## src/rtl/wsfd_pkg.sv

```systemverilog
`timescale 1ns / 1ps

package wsfd_pkg;

   localparam int MASK_BYTES = 4;
   localparam int KEY_IDX_W  = $clog2(MASK_BYTES);
   localparam int KEY_W      = 8 * MASK_BYTES;
   localparam int LEN_W      = 32;
   localparam int HDR_IDX_W  = 4;

   localparam logic [7:0] START_TEXT  = 8'h81;
   localparam logic [7:0] START_CLOSE = 8'h88;
   localparam logic [7:0] START_PING  = 8'h89;
   localparam logic [7:0] START_PONG  = 8'h8a;

   localparam logic [6:0] LEN_CODE_16 = 7'd126;
   localparam logic [6:0] LEN_CODE_64 = 7'd127;

   localparam logic [HDR_IDX_W-1:0] EXT16_BYTES = HDR_IDX_W'(2);
   localparam logic [HDR_IDX_W-1:0] EXT64_BYTES = HDR_IDX_W'(8);
   localparam logic [HDR_IDX_W-1:0] KEY_BYTES  = HDR_IDX_W'(MASK_BYTES);

   typedef struct packed {
      logic [7:0] payload_byte;
      logic       has_byte;
      logic       last_of_frame;
      logic [3:0] frame_opcode;
      logic       is_close;
      logic       bad_header;
   } result_type;

endpackage

```

## src/rtl/wsfd_frame_parser.sv

```systemverilog
`timescale 1ns / 1ps

module wsfd_frame_parser (
   input  logic                clock,
   input  logic                reset,
   input  logic                step,
   input  logic [7:0]          stream_byte,
   output logic                result_valid,
   output wsfd_pkg::result_type result
);

   typedef enum logic [2:0] {
      PH_FIRST   = 3'd0,
      PH_SECOND  = 3'd1,
      PH_EXTLEN  = 3'd2,
      PH_MASK    = 3'd3,
      PH_PAYLOAD = 3'd4
   } phase_type;

   phase_type                              phase_ff, phase_in;
   logic [wsfd_pkg::HDR_IDX_W-1:0]         header_index_ff, header_index_in;
   logic [wsfd_pkg::LEN_W-1:0]             payload_length_ff, payload_length_in;
   logic [wsfd_pkg::LEN_W-1:0]             payload_index_ff, payload_index_in;
   logic [wsfd_pkg::KEY_W-1:0]             mask_key_ff, mask_key_in;
   logic                                   mask_present_ff, mask_present_in;
   logic [3:0]                             opcode_held_ff, opcode_held_in;
   logic                                   close_held_ff, close_held_in;

   logic                                   length_done;
   logic                                   header_done;
   logic [wsfd_pkg::HDR_IDX_W-1:0]         header_dec;
   logic [wsfd_pkg::LEN_W-1:0]             index_inc;
   logic [wsfd_pkg::KEY_IDX_W-1:0]         key_sel;
   logic [7:0]                             key_byte;
   logic [6:0]                             len7;

   assign len7       = stream_byte[6:0];
   assign header_dec = header_index_ff - wsfd_pkg::HDR_IDX_W'(1);
   assign index_inc  = payload_index_ff + wsfd_pkg::LEN_W'(1);
   assign key_sel    = payload_index_ff[wsfd_pkg::KEY_IDX_W-1:0];

   // The first key byte received sits in the most significant position.
   assign key_byte = mask_key_ff[8 * (wsfd_pkg::MASK_BYTES - 1 - int'(key_sel)) +: 8];

   always_comb begin
      phase_in          = phase_ff;
      header_index_in   = header_index_ff;
      payload_length_in = payload_length_ff;
      payload_index_in  = payload_index_ff;
      mask_key_in       = mask_key_ff;
      mask_present_in   = mask_present_ff;
      opcode_held_in    = opcode_held_ff;
      close_held_in     = close_held_ff;
      length_done       = 1'b0;
      header_done       = 1'b0;
      result_valid      = 1'b0;
      result            = '0;

      unique case (phase_ff)
         PH_SECOND: begin
            mask_present_in = stream_byte[7];
            if (len7 == wsfd_pkg::LEN_CODE_16 || len7 == wsfd_pkg::LEN_CODE_64) begin
               header_index_in   = (len7 == wsfd_pkg::LEN_CODE_16) ?
                                   wsfd_pkg::EXT16_BYTES : wsfd_pkg::EXT64_BYTES;
               payload_length_in = '0;
               phase_in          = PH_EXTLEN;
            end else begin
               payload_length_in = wsfd_pkg::LEN_W'(len7);
               length_done       = 1'b1;
            end
         end
         PH_EXTLEN: begin
            payload_length_in = {payload_length_ff[wsfd_pkg::LEN_W-9:0], stream_byte};
            header_index_in   = header_dec;
            length_done       = (header_dec == '0);
         end
         PH_MASK: begin
            mask_key_in     = {mask_key_ff[wsfd_pkg::KEY_W-9:0], stream_byte};
            header_index_in = header_dec;
            header_done     = (header_dec == '0);
         end
         PH_PAYLOAD: begin
            payload_index_in     = index_inc;
            result_valid         = 1'b1;
            result.payload_byte  = mask_present_ff ? (stream_byte ^ key_byte) : stream_byte;
            result.has_byte      = 1'b1;
            result.last_of_frame = (index_inc == payload_length_ff);
            result.frame_opcode  = opcode_held_ff;
            result.is_close      = close_held_ff;
            if (index_inc == payload_length_ff) begin
               phase_in = PH_FIRST;
            end
         end
         default: begin
            if (stream_byte inside {wsfd_pkg::START_TEXT, wsfd_pkg::START_CLOSE,
                                    wsfd_pkg::START_PING, wsfd_pkg::START_PONG}) begin
               opcode_held_in  = stream_byte[3:0];
               close_held_in   = (stream_byte == wsfd_pkg::START_CLOSE);
               header_index_in = '0;
               phase_in        = PH_SECOND;
            end else begin
               phase_in            = PH_FIRST;
               result_valid        = 1'b1;
               result.frame_opcode = stream_byte[3:0];
               result.bad_header   = 1'b1;
            end
         end
      endcase

      if (length_done && mask_present_in) begin
         header_index_in = wsfd_pkg::KEY_BYTES;
         mask_key_in     = '0;
         phase_in        = PH_MASK;
      end else if (length_done || header_done) begin
         if (payload_length_in == '0) begin
            phase_in             = PH_FIRST;
            result_valid         = 1'b1;
            result.last_of_frame = 1'b1;
            result.frame_opcode  = opcode_held_ff;
            result.is_close      = close_held_ff;
         end else begin
            payload_index_in = '0;
            phase_in         = PH_PAYLOAD;
         end
      end
   end

   always_ff @(posedge clock) begin
      if (reset) begin
         phase_ff          <= PH_FIRST;
         header_index_ff   <= '0;
         payload_length_ff <= '0;
         payload_index_ff  <= '0;
         mask_key_ff       <= '0;
         mask_present_ff   <= 1'b0;
         opcode_held_ff    <= '0;
         close_held_ff     <= 1'b0;
      end else if (step) begin
         phase_ff          <= phase_in;
         header_index_ff   <= header_index_in;
         payload_length_ff <= payload_length_in;
         payload_index_ff  <= payload_index_in;
         mask_key_ff       <= mask_key_in;
         mask_present_ff   <= mask_present_in;
         opcode_held_ff    <= opcode_held_in;
         close_held_ff     <= close_held_in;
      end
   end

endmodule

```

## src/rtl/wsfd_out_reg.sv

```systemverilog
`timescale 1ns / 1ps

module wsfd_out_reg (
   input  logic                 clock,
   input  logic                 reset,
   input  logic                 in_valid,
   output logic                 in_ready,
   input  wsfd_pkg::result_type in_data,
   output logic                 out_valid,
   input  logic                 out_ready,
   output wsfd_pkg::result_type out_data
);

   logic                 valid_ff, valid_in;
   wsfd_pkg::result_type data_ff;

   assign in_ready  = !valid_ff || out_ready;
   assign valid_in  = in_valid || (valid_ff && !out_ready);
   assign out_valid = valid_ff;
   assign out_data  = data_ff;

   always_ff @(posedge clock) begin
      if (reset) begin
         valid_ff <= 1'b0;
      end else if (in_ready) begin
         valid_ff <= valid_in;
      end
   end

   always_ff @(posedge clock) begin
      if (in_valid && in_ready) begin
         data_ff <= in_data;
      end
   end

endmodule

```

## src/rtl/websocket_frame_unmask_decoder.sv

```systemverilog
// An accepted byte is held in the input register, then its result, if any, enters the result register.
// Throughput: one stream byte per cycle while rsp_ready stays high.
// A result that waits for rsp_ready stalls the input register; once it holds a byte, req_ready drops.
// The input register, the frame state update and the result register form the only path.
// Reset is synchronous and active high; it returns the parser to the start of a frame.
`timescale 1ns / 1ps

module websocket_frame_unmask_decoder (
   input  logic       clock,
   input  logic       reset,
   input  logic       req_valid,
   output logic       req_ready,
   input  logic [7:0] req_stream_byte,
   output logic       rsp_valid,
   input  logic       rsp_ready,
   output logic [7:0] rsp_payload_byte,
   output logic       rsp_has_byte,
   output logic       rsp_last_of_frame,
   output logic [3:0] rsp_frame_opcode,
   output logic       rsp_is_close,
   output logic       rsp_bad_header
);

   logic                 in_valid_ff;
   logic [7:0]           in_byte_ff;
   logic                 out_ready;
   logic                 step;
   logic                 result_valid;
   wsfd_pkg::result_type result;
   wsfd_pkg::result_type rsp_data;

   assign step      = in_valid_ff && out_ready;
   assign req_ready = !in_valid_ff || step;

   always_ff @(posedge clock) begin
      if (reset) begin
         in_valid_ff <= 1'b0;
      end else if (req_ready) begin
         in_valid_ff <= req_valid;
      end
   end

   always_ff @(posedge clock) begin
      if (req_valid && req_ready) begin
         in_byte_ff <= req_stream_byte;
      end
   end

   wsfd_frame_parser u_parser (
      .clock        (clock),
      .reset        (reset),
      .step         (step),
      .stream_byte  (in_byte_ff),
      .result_valid (result_valid),
      .result       (result)
   );

   wsfd_out_reg u_out_reg (
      .clock     (clock),
      .reset     (reset),
      .in_valid  (step && result_valid),
      .in_ready  (out_ready),
      .in_data   (result),
      .out_valid (rsp_valid),
      .out_ready (rsp_ready),
      .out_data  (rsp_data)
   );

   assign rsp_payload_byte  = rsp_data.payload_byte;
   assign rsp_has_byte      = rsp_data.has_byte;
   assign rsp_last_of_frame = rsp_data.last_of_frame;
   assign rsp_frame_opcode  = rsp_data.frame_opcode;
   assign rsp_is_close      = rsp_data.is_close;
   assign rsp_bad_header    = rsp_data.bad_header;

endmodule
```

## config.mk

```make
export PLATFORM = sky130hd
export DESIGN_NAME = websocket_frame_unmask_decoder
export DESIGN_NICKNAME = d
export VERILOG_FILES = /design/src/rtl/wsfd_pkg.sv /design/src/rtl/wsfd_frame_parser.sv /design/src/rtl/wsfd_out_reg.sv /design/src/rtl/websocket_frame_unmask_decoder.sv
export SDC_FILE = /design/constraint.sdc
export NUM_CORES = 1
export LEC_CHECK = 0
export BUFFER_PORTS_ARGS = -buffer_cell sky130_fd_sc_hd__buf_2
export CAP_MARGIN = 20
export CORE_MARGIN = 5
export CORE_UTILIZATION = 40
export DETAILED_ROUTE_END_ITERATION = 8
export SETUP_SLACK_MARGIN = 0.4
export SKIP_LAST_GASP = 1
export SLEW_MARGIN = 10
export SYNTH_ARGS = -nofsm -noshare
export SYNTH_HDL_FRONTEND = slang
export SYNTH_SLANG_ARGS = --single-unit
```

## constraint.sdc

```tcl
create_clock -name clock -period 8.9 [get_ports clock]
set_input_delay 0 -clock clock [delete_from_list [all_inputs] [get_ports clock]]
set_output_delay 0 -clock clock [all_outputs]
set_load 0.03 [all_outputs]
```

=== Word-level counts from Yosys, hierarchy flattened ===
Index checks and enable logic that the tools add are counted.

* Add/subtract/negate cells: 3
* Equality and inequality tests: 16
* Shift operators: 1
* Mux-type cells: 37
* Bitwise gates (word level): 2
* Reductions and logical operators: 26

{| class="wikitable"
|+ Operators with widths
! kind !! number
|-
| $mux 32 || 6
|-
| $pmux 32 s2 || 1
|-
| $add 32x1->32 const B || 1
|-
| $eq 32x32->1 || 1
|-
| $eq 8x8->1 const B || 4
|-
| $logic_not 32->1 || 1
|-
| $shiftx 32x32->8 || 1
|-
| $mux 4 || 5
|-
| $mux 6 || 3
|-
| $mux 3 || 5
|-
| $eq 7x7->1 const B || 2
|-
| $pmux 4 s3 || 1
|-
| $mux 1 || 9
|-
| $pmux 3 s3 || 1
|-
| $mux 8 || 1
|-
| $ne 4x1->1 const B || 2
|-
| $pmux 4 s2 || 1
|-
| $reduce_and 4->1 || 2
|-
| $reduce_bool 4->1 || 2
|-
| $xor 8x8->8 || 1
|-
| $mux 7 || 1
|-
| $eq 3x2->1 const B || 2
|-
| $logic_and 1x1->1 || 6
|-
| $ne 3x1->1 const B || 2
|-
| 17 further kinds || 24
|}

* Bits in registers: 135
* Bits of input ports: 12
* Output and inout bits: 18
* Logic and storage cells: 102

=== Longest topological paths before layout ===
Gate-level depths: netlist (run 1).

* Word-level depth: 10
* Mapped depth: 11
* Gate-level depth less buffers: 9

=== Hierarchy ===
A second synthesis (run 1) with hierarchy kept.

* Cells, all modules: 802
* Area total of the unflattened synthesis: 6,956.7 um^2

{| class="wikitable"
|+ Modules (own cells, without submodules)
! module !! instances !! cells each !! area each (um^2) !! seq. area each (um^2)
|-
| wsfd_frame_parser || 1 || 766 || 6,110.9 || 2,182.1
|-
| wsfd_out_reg || 1 || 21 || 535.5 || 500.5
|-
| websocket_frame_unmask_decoder || 1 || 15 || 310.3 || 260.2
|}

=== Worst setup path before layout (run 1) ===
Ideal clock, no wire load.

* Path type: register -> register
* Start: reg u_parser.payload_length_ff[8] (netlist name)
* End: reg u_out_reg.data_ff, in the netlist u_out_reg.out_data[0], enable pin
* Library setup time: 0.364 ns
* Arrival: 2.752 ns
* Data required time: 8.536 ns
* Setup slack: 5.784 ns
* Stages on the path, launching flop included: 9
* Buffers on the path: 0
* Period minus slack after synthesis: 3.116 ns
* Cell sequence: dfxtp_1 or4_1 o311a_1 a2111oi_0 nand4_1 or4b_1 nor2_1 o21ai_0 inv_1

* Word-level cells in the longest chain between the ends: 7

{| class="wikitable"
|+ Ends and longest elaborated chain
! element !! line !! text
|-
| from (decl) || wsfd_frame_parser.sv:22 || <nowiki>logic [wsfd_pkg::LEN_W-1:0] payload_length_ff, payload_length_in;</nowiki>
|-
| from (signal assigned) || wsfd_frame_parser.sv:141 || <nowiki>payload_length_ff <= payload_length_in;</nowiki>
|-
| $pmux 32 s2 || wsfd_frame_parser.sv:59 || <nowiki>unique case (phase_ff)</nowiki>
|-
| $logic_not 32->1 || wsfd_frame_parser.sv:115 || <nowiki>if (payload_length_in == '0) begin</nowiki>
|-
| $mux 1 || wsfd_frame_parser.sv:115 ||
|-
| $mux 1 || wsfd_frame_parser.sv:114 || <nowiki>end else if (length_done || header_done) begin</nowiki>
|-
| $mux 1 || wsfd_frame_parser.sv:110 || <nowiki>if (length_done && mask_present_in) begin</nowiki>
|-
| $logic_and 1x1->1 || websocket_frame_unmask_decoder.sv:61 || <nowiki>.in_valid (step && result_valid),</nowiki>
|-
| $logic_and 1x1->1 || wsfd_out_reg.sv:31 || <nowiki>if (in_valid && in_ready) begin</nowiki>
|-
| to (signal assigned) || wsfd_out_reg.sv:32 || <nowiki>data_ff <= in_data;</nowiki>
|-
| to (decl) || wsfd_out_reg.sv:15 || <nowiki>wsfd_pkg::result_type data_ff;</nowiki>
|}

Every way passes these cells.
A chain may end at the register's enable or synchronous reset.

=== Worst setup path in the final report (run 1) ===
* Start: reg u_parser.payload_index_ff[0] (netlist name)
* End: reg u_parser.phase_ff[1]

* Word-level cells in the longest chain between the ends: 4

{| class="wikitable"
|+ Ends and longest elaborated chain
! element !! line !! text
|-
| from (decl) || wsfd_frame_parser.sv:23 || <nowiki>logic [wsfd_pkg::LEN_W-1:0] payload_index_ff, payload_index_in;</nowiki>
|-
| from (signal assigned) || wsfd_frame_parser.sv:142 || <nowiki>payload_index_ff <= payload_index_in;</nowiki>
|-
| $add 32x1->32 || wsfd_frame_parser.sv:39 || <nowiki>assign index_inc = payload_index_ff + wsfd_pkg::LEN_W'(1);</nowiki>
|-
| $eq 32x32->1 || wsfd_frame_parser.sv:90 || <nowiki>if (index_inc == payload_length_ff) begin</nowiki>
|-
| $ne 4x1->1 (no line) || - ||
|-
| $reduce_and 4->1 (no line) || - ||
|-
| to (signal assigned) || wsfd_frame_parser.sv:139 || <nowiki>phase_ff <= phase_in;</nowiki>
|-
| to (decl) || wsfd_frame_parser.sv:20 || <nowiki>phase_type phase_ff, phase_in;</nowiki>
|}

Every way passes these cells.

==> results.md, run 1 <==
Synth:
- Synthesis produced a netlist with a net count of 852.
- The proportion of synthesized flip-flops having asynchronous set or reset is 0%.
- Summing every instance area after synthesis gives 7120 sq um.
- The synthesized instance count is 837.
- Counting flops and latches in the post-synthesis netlist gives 135.
- The average instance in the mapped netlist occupies 8.50 sq um.
- The synthesized design contains 24 enable-type register cells.
- The post-synthesis sequential area ratio is 41.3%.
- The total of warnings raised by yosys is 0.
- The number of distinct library cell variants in the gate-level netlist after synthesis is 64.
- The dominant register cell in the synthesized netlist is sky130_fd_sc_hd__dfxtp_1.

Outcome:
- The run finished with clean final reports.

Timing:
- Setup repair after global routing left no endpoint under its margin.
- The max-slew violation total from the final report is 0.
- The hold violation count in the final report came to 0.
- The top achievable clock speed is 254 MHz.
- On the final layout, the worst clock skew is 0.0137 ns.
- The transition time of the tightest slew-check pin is 0.972 ns.
- The final-report setup violation count is 0.
- The routed design could run at a clock period as short as 3.94 ns.
- The setup TNS after final layout is 0 ns.
- Dividing the final minimum period by the clock period gives 44.3%.
- The headroom to the max-slew limit is 34.7%.

Die:
- The starting density of the core is 41.0%.
- In this run the standard cell core region covers 17,400 sq um.
- The initialized floorplan defines 48 standard-cell rows.
- The height of the chip is 143 um.
- The floorplan die area is 20,600 sq um.
- For this design the top-level I/O count stands at 30.
- The horizontal extent of the die is 143 um.

Global route:
- The largest net degree at the start of global routing is 81.
- In the global route stage, met2 resource usage came out at 31.2%.
- The overflow left after global routing is 0.
- The met3 usage is 3.76%.
- The all-layer global routing usage is 18.9%.
- In the global route stage, met1 resource usage came out at 25.3%.
- The first global-routing pass estimated 31.1 mm of wire.
- The initial antenna violation count is 0.
- met2 is the most crowded layer.
- The number of global-route vias before repair is 5,766.

Placement:
- The congestion estimate from routability-driven global placement came to 0.923.
- Summing all placed instances gives a cell area of 7370 sq um.
- The number of placed cells counting well taps is 1,039.
- The number of buffers inserted by port buffering is 29.
- The HPWL after detailed placement is 13.0 mm.

Detailed routing:
- The average wire length per cell after detail routing is 17.6 um.
- The number of DRC markers after the initial detailed-route iteration is 468.
- The final layout contains routed wiring with a total length of 19.0 mm.
- The count of nets left with antenna violations after detail routing is 0.
- The detailed router placed 6,172 vias in this run.
- The first detailed-routing pass ran for 5 iterations.
- Dividing the detail-routed via count by the number of cells gives 5.70.
- The DRC violation count after routing is 0.

Critical path:
- The critical path is of the flop to flop type.
- The kind of end point of the critical path is a flop.
- The data required time of the worst path is 9.23 ns.
- STA classifies the critical path startpoint as a flop.
- The peak fanout along the critical path is 14.
- The data arrival time of the worst path is 4.27 ns.

Clocking:
- The TritonCTS clock tree is built.
- Clock-pin slew was measured on the worst setup and hold paths at 0.06 ns.
- The tree is rooted in a sky130_fd_sc_hd__clkbuf_16.
- Counting the buffers created by CTS gives 17.
- The total setup buffers inserted after CTS is 0.
- The number of clock sinks seen by CTS is 135.
- The source-to-sink clock delay at the later pin of the worst-skew pair is 0.42 ns.
- In this run the deepest clock path goes through 2 buffers.
- Once the clock tree was built, the resizer swapped 0 gates to a different size.
- The H-tree was split into 4 levels.

Pwr:
- The total leakage power is 2.71 nW.
- Across the VDD grid, the largest voltage drop is 0.142 mV.
- Power spread over the standard cell area amounts to 182 nW/um^2.

Finish:
- The number of nets in the finished design is 859.
- The signed area change from the synthesized netlist to the final layout is 13.2%.
- The fraction of final layout cells sized beyond drive strength 1 is 10.2%.
- The cell area after layout is 8060 sq um.
- The finished layout holds 1,082 standard cells, fillers aside.
- The number of inserted diodes is 0.

Flow run:
- Across the run, the number of max-cap violations was 0.

Worst hold path:
- The worst min-delay path class is input pin to flop.
## state kept, by name, summed over array words and instances (netlist names)
register and cells:
u_parser.phase_ff 3, u_parser.header_index_ff 4, u_parser.mask_key_ff 32, in_byte_ff 8, u_out_reg.out_valid 1, u_parser.close_held_ff 1, in_valid_ff 1, u_out_reg.out_data 16
u_parser.payload_length_ff 32, u_parser.payload_index_ff 32, u_parser.mask_present_ff 1, u_parser.opcode_held_ff 4
## final cells by class
cell class	instances	area, sq um
Clock buffer	23	458
Clock inverter	9	116
Fill cell	1676	9300
Inverter	10	37.5
Multi-Input combinational cell	633	3910
Sequential cell	135	2940
Tap cell	225	282
Timing Repair Buffer	47	317
## layout by cell type (no fill, tap or decap), types with 7 or more instances in the layout
master / instances
sky130_fd_sc_hd__xnor2_1: 52
sky130_fd_sc_hd__nor2_1: 125
sky130_fd_sc_hd__mux4_2: 8
sky130_fd_sc_hd__nand4_1: 25
sky130_fd_sc_hd__and2_1: 7
sky130_fd_sc_hd__nand3_1: 51
sky130_fd_sc_hd__nor3_1: 23
sky130_fd_sc_hd__buf_2: 29
sky130_fd_sc_hd__nand2_1: 82
sky130_fd_sc_hd__edfxtp_1: 24
sky130_fd_sc_hd__dlygate4sd3_1: 10
sky130_fd_sc_hd__and3_1: 8
sky130_fd_sc_hd__a22oi_1: 28
sky130_fd_sc_hd__a21oi_1: 52
sky130_fd_sc_hd__dfxtp_1: 111
sky130_fd_sc_hd__clkbuf_16: 17
sky130_fd_sc_hd__nor4_1: 12
sky130_fd_sc_hd__inv_1: 10
sky130_fd_sc_hd__mux2i_1: 7
sky130_fd_sc_hd__xor2_1: 35
sky130_fd_sc_hd__o21ai_0: 11
sky130_fd_sc_hd__or4_1: 7
sky130_fd_sc_hd__nor2b_1: 8
## synth_stat cells (all sizes together) (4+ instances only)
cell type | instances | area (sq um)
dfxtp | 111 | 2220
mux4 | 8 | 180
nor3 | 24 | 120
buf | 16 | 91.3
or3 | 4 | 25.0
nor3b | 5 | 37.5
nand2 | 82 | 308
nand2b | 6 | 37.5
mux2i | 7 | 70.1
nor2b | 8 | 50.1
a211oi | 4 | 35.0
and4 | 6 | 52.6
nand4 | 25 | 156
edfxtp | 24 | 721
nor4 | 12 | 75.1
xnor2 | 52 | 455
and3 | 8 | 50.1
nor2 | 125 | 469
or4 | 8 | 63.8
xor2 | 35 | 307
o21ai | 15 | 78.8
a21oi | 53 | 265
a22o | 4 | 35.0
and2 | 10 | 63.8
a22oi | 28 | 210
inv | 10 | 37.5
clkbuf | 43 | 161
nand3 | 53 | 275
## worst paths after layout
path	from	to	slack [ns]	depth (start not counted)
setup / recovery	u_parser.payload_index_ff[0]	u_parser.phase_ff[1]	4.96	9
hold / removal	rsp_ready	u_out_reg.out_valid	0.006	3
setup reg to reg	u_parser.payload_index_ff[0]	u_parser.phase_ff[1]	4.96	9
hold reg to reg	u_parser.mask_key_ff[30]	u_parser.mask_key_ff[30]	0.45	2
## through the flow
| stage | hold WS, ns | utilization, % | power [mW] | setup slack (ns) |
|---|---|---|---|---|
| after floorplan | 0.0989 | - | 0.740 | 5.78 |
| after global placement | 0.177 | 42.4 | 0.773 | 5.05 |
| after detailed placement | 0.178 | 42.5 | 0.775 | 5.00 |
| after CTS | 0.00270 | 46.4 | 1.47 | 4.97 |
| after global routing | 0.0596 | 46.4 | 1.52 | 4.73 |
| final | 0.00552 | 46.4 | 1.46 | 4.96 |
## per-layer routing
metal / part of all wire [%] / routed length, um
met5: 0 / 0
met2: 49 / 9300
met3: 4.0 / 768
met4: 1.5 / 278
met1: 46 / 8660
## critical path, cell delays in order, from the launching register on
cell                       delay (ns)
sky130_fd_sc_hd__dfxtp_1         0.80
sky130_fd_sc_hd__ha_1            0.36
sky130_fd_sc_hd__nand3_1         0.25
sky130_fd_sc_hd__or4_1           0.69
sky130_fd_sc_hd__or4b_4          0.54
sky130_fd_sc_hd__o21ai_2         0.14
sky130_fd_sc_hd__nand4_1         0.10
sky130_fd_sc_hd__or4_4           0.51
sky130_fd_sc_hd__o31a_1          0.27
sky130_fd_sc_hd__a211oi_2        0.19
## repair_timing
| action | in CTS | in global routing |
|---|---|---|
| endpoints found under the setup margin | 0 | 0 |
| endpoints found under the hold margin | 9 | 0 |
| hold buffers | 10 | 0 |
## cells by family (layout without fill, tap and decap cells)
logic type | Yosys count | count (layout) | share of synthesized area (%)
xor+xnor | 87 | 87 | 10.7
flops | 135 | 135 | 41.3
fa+ha+maj | 4 | 4 | 0.668
buf+inv | 69 | 89 | 4.08
simple gates | 385 | 385 | 26.3
compound gates | 142 | 142 | 13.4
mux | 15 | 15 | 3.52
## report_power, final
| part | leakage (nW) | internal [mW] | switching, mW |
|---|---|---|---|
| Sequential | 1.13 | 0.636 | 0.0198 |
| Combinational | 1.31 | 0.0390 | 0.0707 |
| Clock | 0.277 | 0.424 | 0.274 |
Power figures use the tool's default switching activity.
==> run 2, diff against run 1 <==
- clock period: 8.9 -> 3.2 ns (I/O delays scaled with it)
==> run 2 against run 1 <==
Effect of this change: sequential share of layout area decreased by 3.5 points; clock-buffer cell count is 5 lower; cell area increased by 11%; sequential cell count unchanged; global-route usage grew 1.1 points; power rose to 2.9 times the previous value; critical path type unchanged; critical endpoint unchanged.
==> results.md, run 2 (synthesis results as in run 1) <==
Die:
- The total number of placement rows is 48 (unchanged).
- The starting density of the core is 41.0% (unchanged).
- The I/O pin total is 30 (unchanged).
- The core outline area is 17,400 sq um (unchanged).
- The floorplan die area is 20,600 sq um (unchanged).
- The horizontal extent of the die came to 143 um (unchanged).
- The height of the chip is 143 um (unchanged).

Detailed routing:
- The number of DRC markers after the initial detailed-route iteration was 500 (was 468).
- The highest metal layer with signal wires is met4 (unchanged).
- The detailed-routing wirelength on met1 is 8.92 mm (was 8.66 mm).
- The detailed-route vias per instance is 5.69 (was 5.70).
- The via count was 6,490 (was 6,172).
- The average wire length per cell after detail routing was 18.2 um (was 17.6 um).
- The iteration count of the initial detailed-routing pass is 5 (unchanged).
- The count of nets left with antenna violations after detail routing came to 0 (unchanged).
- The length of routed met2 wiring is 10.3 mm (was 9.30 mm).
- The DRC violation count after routing is 0 (unchanged).
- The aggregate routed wire length is 20.8 mm (was 19.0 mm).
- The wire length on met3 is 1.23 mm (was 768 um).

Placement:
- The number of placed cells counting well taps is 1,082 (was 1,039).
- The number of buffers inserted by port buffering is 29 (unchanged).
- The weighted congestion at the end of routability-driven global placement was 0.908 (was 0.923).
- The HPWL after detailed placement is 13.7 mm (was 13.0 mm).

Critical path:
- The critical path startpoint category was a flop (unchanged).
- The type of the worst setup path is flop to flop (unchanged).
- The data arrival time of the worst path came to 3.28 ns (was 4.27 ns).
- The cell with the biggest individual delay on the critical path was sky130_fd_sc_hd__or4_4 (was sky130_fd_sc_hd__dfxtp_1).
- The register-to-register setup slack is 0.27 ns (was 4.96 ns).
- The length in cells of the worst reg-to-reg path was 8 (was 9).
- The worst reg2reg path startpoint is u_parser.payload_index_ff[4] (was u_parser.payload_index_ff[0]).
- Cell chain of the critical path: nand3_4 -> or4_4 -> or4b_4 -> o21ai_4 -> nand4_1 -> or4_4 -> o31a_1 -> a211oi_2 (was ha_1 -> nand3_1 -> or4_1 -> or4b_4 -> o21ai_2 -> nand4_1 -> or4_4 -> o31a_1 -> a211oi_2).
- Among the stages of the critical path, the cell type that occurs most often is sky130_fd_sc_hd__or4_4.
- The peak fanout along the critical path is 7 (was 14).
- The delay of the slowest critical-path stage is 0.56 ns (was 0.80 ns).
- The destination of the worst register-to-register timing path is u_parser.phase_ff[1] (unchanged).
- The data required time of the worst path came to 3.55 ns (was 9.23 ns).
- The kind of end point of the critical path is a flop (unchanged).

Clocking:
- The buffer levels on the longest clock path is 2 (unchanged).
- The number of clock sinks seen by CTS is 135 (unchanged).
- The CTS buffer count is 17 (unchanged).
- The cell at the root of the clock tree is sky130_fd_sc_hd__clkbuf_16 (unchanged).
- The H-tree level count is 4 (unchanged).
- The TritonCTS clock tree is built (unchanged).
- The clock edge transition at the registers on the reported setup and hold paths is 0.06 ns (about the same).
- The source-to-sink clock delay at the later pin of the worst-skew pair is 0.43 ns (was 0.42 ns).

Finish:
- Largest registers in the final layout: u_parser.mask_key_ff x32, u_parser.payload_index_ff x32, u_parser.payload_length_ff x32 (unchanged).
- The number of nets in the finished design is 917 (was 859).
- The signed area change from the synthesized netlist to the final layout is 26.1% (was 13.2%).
- The number of standard cells in the layout, taps in and fillers out is 1,140 (was 1,082).
- The fraction of final layout cells sized beyond drive strength 1 is 23.2% (was 10.2%).
- The most common cell after layout, fill and taps aside is sky130_fd_sc_hd__nor2_1 (unchanged).
- The number of inserted diodes is 0 (unchanged).
- Top library cells by usage in the layout, fill and taps aside: sky130_fd_sc_hd__nor2_1, sky130_fd_sc_hd__dfxtp_1, sky130_fd_sc_hd__nand2_1 (unchanged).

Global route:
- The overflow left after global routing is 0 (unchanged).
- The global-route wire length before repair was 32.5 mm (was 31.1 mm).
- The largest net degree at the start of global routing is 55 (was 81).
- The initial antenna violation count is 0 (unchanged).
- The number of global-route vias before repair came to 6,018 (was 5,766).
- The all-layer global routing usage came to 20.0% (was 18.9%).

Pwr:
- The fraction of power spent switching nets is 27.2% (was 24.9%).
- The part of the total power dissipated in the clock network is 46.5% (was 47.7%).
- The power share of the combinational group came to 10.8% (was 7.5%).
- The internal portion of total power was 3.06 mW (was 1.10 mW).
- The peak supply drop is 0.382 mV (was 0.142 mV).
- The total leakage power is 3.08 nW (was 2.71 nW).
- The total power divided by cell area is 469 nW/um^2 (was 182 nW/um^2).
- The sequential fraction of design power is 42.6% (was 44.8%).
- The net load switching power is 1.14 mW (was 0.365 mW).
- The post-layout total power is 4.21 mW (was 1.46 mW).

Timing:
- The hold violation count in the final report is 0 (unchanged).
- The top achievable clock speed was 341 MHz (was 254 MHz).
- The final clock skew was 0.00935 ns (was 0.0137 ns).
- The transition time of the tightest slew-check pin came to 0.641 ns (was 0.972 ns).
- The max-slew violation total from the final report is 0 (unchanged).
- The headroom to the max-slew limit is 56.9% (was 34.7%).
- The final-report setup violation count was 0 (unchanged).
- The final worst hold slack was 0.0396 ns (was 0.00552 ns).
- RSZ-0062 raised after global routing: true (was false).
- The setup TNS after final layout is 0 ns (unchanged).
- The ratio of final minimum period to clock period is 91.5% (was 44.3%).
- The post-layout minimum cycle time was 2.93 ns (was 3.94 ns).

Worst hold path:
- The cell depth of the worst min-delay path is 2 (was 3).
- The launch instance of the worst min-delay path is reset (was rsp_ready).
- The endpoint of the worst hold-timing path is u_parser.payload_length_ff[22] (was u_out_reg.out_valid).
- The worst min-delay path class is input pin to flop (unchanged).

Flow run:
- The number of maximum-capacitance constraint violations is 0 (unchanged).

Outcome:
- Status: complete, no violations (unchanged).
-- run 2: changes by cell type in the layout (fill, tap and decap cells not counted), sizes merged --
cell and delta:
clkbuf -3, inv +6, bufinv -1, dlygate4sd3 +1, buf +54, clkinv +1
-- run 2: metal layers --
layer	up-vias	GRT usage [%]
met1	3106	26.8
met2	228	33.0
met3	31	3.99
li1	3125	-
met4	0	5.75
met5	-	0
-- run 2: power groups by stage --
stage	clock [mW]	sequential, mW	combinational (mW)
6_report	1.96	1.79	0.456
3_3_place_gp	0	1.83	0.359
5_1_grt	2.06	1.79	0.493
3_5_place_dp	0	1.83	0.358
4_1_cts	1.99	1.79	0.389
2_1_floorplan	0	1.85	0.217
-- run 2: worst max path at each step --
stage / from / end / slack [ns] / depth (start not counted)
global route: u_parser.payload_index_ff[4] / u_parser.phase_ff[1] / 0.18 / 8
CTS: u_parser.payload_index_ff[0] / u_parser.phase_ff[1] / 0.28 / 9
finish: u_parser.payload_index_ff[4] / u_parser.phase_ff[1] / 0.27 / 8
detailed placement: u_parser.payload_length_ff[8] / u_out_reg.out_data[0] / 0.16 / 8
global placement: u_parser.payload_length_ff[8] / u_out_reg.out_data[5] / 0.20 / 8
floorplan: u_parser.payload_index_ff[1] / u_parser.phase_ff[1] / 0.31 / 10
-- run 2: area by class of cell --
type / count / area (sq um)
fillers: 1610 / 8380
multi-input cells: 633 / 4260
flip-flops and latches: 135 / 2970
repair buffers: 104 / 823
clock buffers: 18 / 433
well taps: 225 / 282
clock inverters: 14 / 155
inverters: 10 / 45.0
repair inverters: 1 / 8.76
-- run 2: stage by stage --
step / setup slack, ns / utilization (%) / instance area [sq um]
floorplan: 0.315 / - / 7170
global placement: 0.195 / 44.5 / 7730
detailed placement: 0.162 / 44.5 / 7730
CTS: 0.279 / 49.5 / 8590
global route: 0.179 / 51.7 / 8980
finish: 0.271 / 51.7 / 8980
-- run 2: repair_timing --
action,CTS,global route
cloned,1,3
hold buffers,11,0
pin swaps,7,28
setup buffers,8,3
gates resized for setup,26,73
endpoints found under the hold margin,10,0
setup endpoints to repair,51,89
-- run 2: critical path: cells and delay by family, from the launching register on --
family             cells  cell delay (ns)
DFF                    1             0.42
and+or+nand+nor        5             1.84
AOI/OAI and AO/OA      3             0.62
